`src/hdl/lkvc_pkg.sv`:
```
// Shared constants and types for the LRU key/value cache.
package lkvc_pkg;

  // Store geometry
  localparam int Entries = 16;
  localparam int IdxW    = $clog2(Entries);
  localparam int RankW   = IdxW;
  localparam int CntW    = $clog2(Entries + 1);

  // Capacity register
  localparam int CapW = 5;
  localparam logic [CapW-1:0] CapReset = CapW'(16);

  // Operation codes
  localparam logic FuncGet = 1'b0;
  localparam logic FuncPut = 1'b1;

  typedef logic [IdxW-1:0]  idx_t;
  typedef logic [RankW-1:0] rank_t;
  typedef logic [CntW-1:0]  cnt_t;

  // One request as it sits in the input register
  typedef struct packed {
    logic               func;
    logic signed [31:0] key;
    logic signed [31:0] write_value;
  } lkvc_req_t;

  // One result as it leaves the store
  typedef struct packed {
    logic               hit;
    logic signed [31:0] read_value;
    logic               evicted;
  } lkvc_result_t;

endpackage

```
`src/hdl/lkvc_store.sv`:
```
// Entry storage with parallel key match, LRU rank update and victim selection.
module lkvc_store
  import lkvc_pkg::*;
(
  input  logic                clk_i,
  input  logic                rst_ni,
  input  logic                apply_i,
  input  lkvc_req_t           req_i,
  input  logic [CapW-1:0]     capacity_i,
  output lkvc_result_t        result_o
);

  logic               valid_q [Entries];
  logic               valid_d [Entries];
  logic signed [31:0] key_q   [Entries];
  logic signed [31:0] key_d   [Entries];
  logic signed [31:0] value_q [Entries];
  logic signed [31:0] value_d [Entries];
  rank_t              rank_q  [Entries];
  rank_t              rank_d  [Entries];
  cnt_t               occ_q;
  cnt_t               occ_d;

  logic  hit;
  idx_t  hit_idx;
  rank_t hit_rank;
  cnt_t  eff_cap;
  cnt_t  occ_m1;
  logic  need_evict;
  logic  victim_found;
  idx_t  victim_idx;
  idx_t  free_idx;
  logic  evict;
  idx_t  ins_idx;

  // Parallel key match, first matching slot wins
  always_comb begin
    hit     = 1'b0;
    hit_idx = '0;
    for (int i = Entries - 1; i >= 0; i--) begin
      if (valid_q[i] && (key_q[i] == req_i.key)) begin
        hit     = 1'b1;
        hit_idx = IdxW'(i);
      end
    end
    hit_rank = rank_q[hit_idx];
  end

  // Clamp capacity to 1..Entries
  always_comb begin
    if (capacity_i == '0) begin
      eff_cap = CntW'(1);
    end else if (int'(capacity_i) > Entries) begin
      eff_cap = CntW'(Entries);
    end else begin
      eff_cap = CntW'(capacity_i);
    end
  end

  // Victim is the valid slot holding the oldest rank (occupancy - 1)
  always_comb begin
    occ_m1       = occ_q - CntW'(1);
    need_evict   = (occ_q >= eff_cap) && (occ_q != '0);
    victim_found = 1'b0;
    victim_idx   = '0;
    free_idx     = '0;
    for (int i = Entries - 1; i >= 0; i--) begin
      if (valid_q[i] && (rank_q[i] == occ_m1[RankW-1:0])) begin
        victim_found = 1'b1;
        victim_idx   = IdxW'(i);
      end
      if (!valid_q[i]) begin
        free_idx = IdxW'(i);
      end
    end
    evict   = need_evict && victim_found;
    ins_idx = evict ? victim_idx : free_idx;
  end

  // Next state of the store
  always_comb begin
    valid_d = valid_q;
    key_d   = key_q;
    value_d = value_q;
    rank_d  = rank_q;
    occ_d   = occ_q;
    if (hit) begin
      // promote the hit entry, younger ones age by one
      for (int i = 0; i < Entries; i++) begin
        if (valid_q[i] && (rank_q[i] < hit_rank)) begin
          rank_d[i] = rank_q[i] + RankW'(1);
        end
      end
      rank_d[hit_idx] = '0;
      if (req_i.func == FuncPut) begin
        value_d[hit_idx] = req_i.write_value;
      end
    end else if (req_i.func == FuncPut) begin
      // insert as most recent; every other live entry ages
      for (int i = 0; i < Entries; i++) begin
        if (valid_q[i]) begin
          rank_d[i] = rank_q[i] + RankW'(1);
        end
      end
      valid_d[ins_idx] = 1'b1;
      key_d[ins_idx]   = req_i.key;
      value_d[ins_idx] = req_i.write_value;
      rank_d[ins_idx]  = '0;
      if (!evict) begin
        occ_d = occ_q + CntW'(1);
      end
    end
  end

  // Control state: valid bits, ranks, occupancy
  always_ff @(posedge clk_i or negedge rst_ni) begin
    if (!rst_ni) begin
      for (int i = 0; i < Entries; i++) begin
        valid_q[i] <= 1'b0;
        rank_q[i]  <= '0;
      end
      occ_q <= '0;
    end else if (apply_i) begin
      valid_q <= valid_d;
      rank_q  <= rank_d;
      occ_q   <= occ_d;
    end
  end

  // Key and value payload, no reset
  always_ff @(posedge clk_i) begin
    if (apply_i) begin
      key_q   <= key_d;
      value_q <= value_d;
    end
  end

  // Result of the current request
  always_comb begin
    result_o.hit = hit;
    if (req_i.func == FuncPut) begin
      result_o.read_value = '0;
    end else if (hit) begin
      result_o.read_value = value_q[hit_idx];
    end else begin
      result_o.read_value = '1;
    end
    result_o.evicted = (req_i.func == FuncPut) && !hit && evict;
  end

endmodule

```
`src/hdl/lru_key_value_cache.sv`:
```
// Path: a transaction accepted into the input register passes through the store into the
//   result register and leaves from there; out_stall_i holds it in either register.
// Throughput: one transaction per cycle while out_stall_i is low; the lookup, rank update and
//   victim choice for all entries finish between the input and result registers.
// Reset: rst_ni invalidates all entries, clears occupancy and sets the capacity to 16.
// Top level of the LRU key/value cache with input, store and result stages.
module lru_key_value_cache
  import lkvc_pkg::*;
(
  input  logic               clk_i,
  input  logic               rst_ni,
  input  logic               in_valid_i,
  output logic               in_stall_o,
  input  logic               func_i,
  input  logic signed [31:0] key_i,
  input  logic signed [31:0] write_value_i,
  output logic               out_valid_o,
  input  logic               out_stall_i,
  output logic               hit_o,
  output logic signed [31:0] read_value_o,
  output logic               evicted_o,
  input  logic               cfg_valid_i,
  output logic               cfg_ready_o,
  input  logic [CapW-1:0]    cfg_data_i
);

  logic            s1_valid_q;
  lkvc_req_t       s1_req_q;
  logic            out_valid_q;
  lkvc_result_t    out_res_q;
  lkvc_result_t    result;
  logic [CapW-1:0] cap_q;
  logic            advance;
  logic            apply;

  // Stage handshake
  assign advance    = !out_valid_q || !out_stall_i;
  assign apply      = s1_valid_q && advance;
  assign in_stall_o = s1_valid_q && !advance;
  assign cfg_ready_o = 1'b1;

  // Capacity register
  always_ff @(posedge clk_i or negedge rst_ni) begin
    if (!rst_ni) begin
      cap_q <= CapReset;
    end else if (cfg_valid_i && cfg_ready_o) begin
      cap_q <= cfg_data_i;
    end
  end

  // Input register
  always_ff @(posedge clk_i or negedge rst_ni) begin
    if (!rst_ni) begin
      s1_valid_q <= 1'b0;
    end else if (!in_stall_o) begin
      s1_valid_q <= in_valid_i;
    end
  end

  always_ff @(posedge clk_i) begin
    if (in_valid_i && !in_stall_o) begin
      s1_req_q.func        <= func_i;
      s1_req_q.key         <= key_i;
      s1_req_q.write_value <= write_value_i;
    end
  end

  lkvc_store u_store (
    .clk_i      (clk_i),
    .rst_ni     (rst_ni),
    .apply_i    (apply),
    .req_i      (s1_req_q),
    .capacity_i (cap_q),
    .result_o   (result)
  );

  // Result register
  always_ff @(posedge clk_i or negedge rst_ni) begin
    if (!rst_ni) begin
      out_valid_q <= 1'b0;
    end else if (advance) begin
      out_valid_q <= s1_valid_q;
    end
  end

  always_ff @(posedge clk_i) begin
    if (apply) begin
      out_res_q <= result;
    end
  end

  assign out_valid_o  = out_valid_q;
  assign hit_o        = out_res_q.hit;
  assign read_value_o = out_res_q.read_value;
  assign evicted_o    = out_res_q.evicted;

endmodule

```
`config.mk`:
```
export PLATFORM = sky130hd
export DESIGN_NAME = lru_key_value_cache
export DESIGN_NICKNAME = d
export VERILOG_FILES = /design/src/hdl/lkvc_pkg.sv /design/src/hdl/lkvc_store.sv /design/src/hdl/lru_key_value_cache.sv
export SDC_FILE = /design/constraint.sdc
export NUM_CORES = 2
export LEC_CHECK = 0
export BUFFER_PORTS_ARGS = -buffer_cell sky130_fd_sc_hd__buf_2
export CORE_MARGIN = 4
export CORE_UTILIZATION = 45
export CTS_BUF_LIST = sky130_fd_sc_hd__clkbuf_16
export CTS_CLUSTER_SIZE = 30
export DETAILED_ROUTE_END_ITERATION = 7
export PLACE_DENSITY = 0.71
export SETUP_SLACK_MARGIN = 0.05
export SLEW_MARGIN = 20
export SYNTH_ARGS = -nofsm -noshare
export SYNTH_HDL_FRONTEND = slang
export SYNTH_SLANG_ARGS = --single-unit
```
`constraint.sdc`:
```
create_clock -name clk_i -period 10 [get_ports clk_i]
set_clock_uncertainty 0.2 [all_clocks]
set_input_delay 1 -clock clk_i [delete_from_list [all_inputs] [get_ports clk_i]]
set_output_delay 1 -clock clk_i [all_outputs]
set_load 0.1 [all_outputs]
```
==> metrics.cfg <==
[outcome]
outcome=complete, no violations

[sta]
fmax_mhz=132.6
min_period_ns=7.542
rsz0062_at_grt=false
hold_violations=0
max_slew_margin=0.2198
worst_slew_pin_slew_ns=1.166
finalSetupTns_ns=0
whs_ns=0.04488
post-route-period-util=0.7542
maxSlewViolCount=0
setup_viol=0

[yosys]
postSynthAreaPerCell_um2=12.77
synth_top_area_frac=0.5654
synth_seq_area_share=0.6040
synth_cell_types=99
synth_top_area_cell=edfxtp_1
ys_ff_latch=1215
synthArstFlopShare=0.07572
netlist_top_cells_area=edfxtp_1, xor2_1, dfrtp_1
synth.cell_area_um2=59640
synth_edf_count=1123
synth_nets=4817
ys_warn_count=0
synthFlopType=edfxtp_1
syn_inst=4670

[clock_tree]
post_cts_buffers=0
numCtsBuffers=118
clk_path_buf_depth=3
cts_tree=built
cts.repair.resized=0
holdBufCountCts=0
cts-root-buf=clkbuf_16
cts_max_level=3
clk-insertion-delay-late_ns=0.78
cts_sinks=1215
clk_pin_slew_ns=0.06

[pwr]
peakVddDrop_uv=217.2
p_sw_frac=0.3676
intPower_w=0.01110
combPwrFrac=0.339
p_leak_nw=24.48
power.total_w=0.01755
clkPwrFrac=0.254
p_switching_w=0.006450
power_frac_seq=0.407
pwr_density_cell_nw_per_um2=263.4

[route]
wl_mm=181.3
route.detailed.drc=0
first_pass_iters=6
routedWlPerCell_um=27.54
ant_nets=0
routed_via_density=6.192
drt_iter0_markers=5163
num_vias=40768

[cells_and_area]
multiInputGateArea_um2=22560
nFillCells=11019
finalNetCount=4870
drive_above_1_share=0.1405
layout_common_cells=edfxtp_1, xor2_1, and3_1, nand2_1, and2_1
finalInstanceArea_um2=66610
fin_cells=6584
area_growth_pct=11.67
final_common_cell=edfxtp_1
regArea_um2=36030

[setup_path]
worstPathMaxFanout=49
r2r-end=u_store.value_q[234]$_DFFE_PP_
end_kind=flip-flop
reg2regPathDepth=12
path_cells=buf_4, xor2_1, nor4_1, nand3_1, nor4_1, a21boi_0, a21oi_1, o31a_2, buf_4, a31o_2, and2_1, nor2b_4
critical_path_arrival_ns=7.72
r2r_start=s1_req_q[49]$_DFFE_PP_
cp_data_required_time_ns=10.18
r2r_slack_ns=2.46
cpPeakStageDelay_ns=0.89
critPathKind=flip-flop to flip-flop
startpoint_type=flip-flop
critPathSlowestCell=nor2b_4

[place]
gp_congestion=0.9444
io_buffers=110
hpwl_mm=109.3
place_inst=6356
dpl_cell_area_um2=62710

[global_route]
grt_pass1_vias=39832
grtUsageTotal=0.2555
grt_pass1_wl_mm=263.4
grt_overflow=0
grt_max_degree=96
antenna_found_initial=12

[floorplan]
start_util=0.4531
ioPinCount=112
core_um2=131600
die_w_um=372.1
core.rowCount=133
die_y_um=372.1
die-area_um2=138400

[job]
maxCapViolations=0

[worst_hold_path]
min_path_type=input pin to asynchronous set/reset pin

[state kept, by name, indices dropped and copies added, names as in the netlist, 5 cells and up]
signal,flops
cap_q,5
read_value_o,32
s1_req_q,65
u_store.key_q,512
u_store.occ_q,5
u_store.rank_q,64
u_store.valid_q,16
u_store.value_q,512
[critical path, delay by kind of cell (launching register included)]
family	cells	cell delay [ns]
buffers and inverters	2	1.25
xor gates and xnor gates	1	0.15
AOI/OAI and AO/OA	4	2.26
DFF	1	0.80
and+or+nand+nor	5	2.38
[cells by family (layout without fill, tap and decap cells)]
group | count (synthesis) | after routing | share of synthesized area
xor+xnor | 575 | 575 | 0.08957
flops | 1215 | 1215 | 0.6040
other cells | 1 | 5 | 0.00006287
fa+ha+maj | 72 | 72 | 0.01510
mux | 284 | 284 | 0.04991
simple gates | 1539 | 1539 | 0.1461
buf+inv | 374 | 529 | 0.02568
compound gates | 610 | 610 | 0.06956
[worst max path at each step]
stage | from | to | slack (ns)
after floorplan | u_store.occ_q[0]$_DFFE_PN0P_ | u_store.value_q[256]$_DFFE_PP_ | 2.14
after global placement | u_store.occ_q[1]$_DFFE_PN0P_ | u_store.value_q[176]$_DFFE_PP_ | 2.18
after detailed placement | s1_req_q[49]$_DFFE_PP_ | u_store.value_q[239]$_DFFE_PP_ | 2.65
after CTS | s1_req_q[49]$_DFFE_PP_ | u_store.value_q[229]$_DFFE_PP_ | 2.51
after global routing | s1_req_q[49]$_DFFE_PP_ | u_store.value_q[229]$_DFFE_PP_ | 2.16
final | s1_req_q[49]$_DFFE_PP_ | u_store.value_q[234]$_DFFE_PP_ | 2.46
[synth_stat cells, types with 55 or more instances]
cell type     n
a21oi_1      84
nor3_1       55
xor2_1      414
edfxtp_1   1123
clkbuf_1    232
o21ai_0     175
nand3_1      67
nor4_1      183
nor2_1      111
nand4_1      81
and3_1      302
nand2_1     287
mux2_2      107
dfrtp_1      91
mux2i_1     177
ha_1         72
buf_2        62
xnor2_1     139
and2_1      253
[per-stage QoR]
step	util	worst slack (ns)
after floorplan	-	2.139
after global placement	0.4756	2.181
after detailed placement	0.4764	2.655
after CTS	0.5056	2.514
after global routing	0.5060	2.155
final	0.5060	2.458
[layer usage]
layer / wire length (µm) / share of wire / track usage
met5: 0 / 0 / 0
met4: 8207 / 0.045 / 0.1089
met3: 18760 / 0.10 / 0.05138
met2: 82430 / 0.45 / 0.4005
met1: 71910 / 0.40 / 0.3472
[power by group through the flow]
stage	clock, W	combinational, W	sequential (W)
3_5_place_dp	0	0.00575	0.00722
5_1_grt	0.00471	0.00631	0.00718
6_report	0.00445	0.00595	0.00715
4_1_cts	0.00449	0.00577	0.00712
3_3_place_gp	0	0.00561	0.00721
2_1_floorplan	0	0.00372	0.00706
[area by class of cell]
class,instances,area share
clock buffer,119,0.04471
timing repair buffer,259,0.02694
clock inverter,103,0.01298
tap,1755,0.03297
inverter,48,0.002705
multi-input combinational,3081,0.3387
sequential,1215,0.5409
antenna,4,0.0001503
Note: power is estimated with default switching activity, not from simulation.
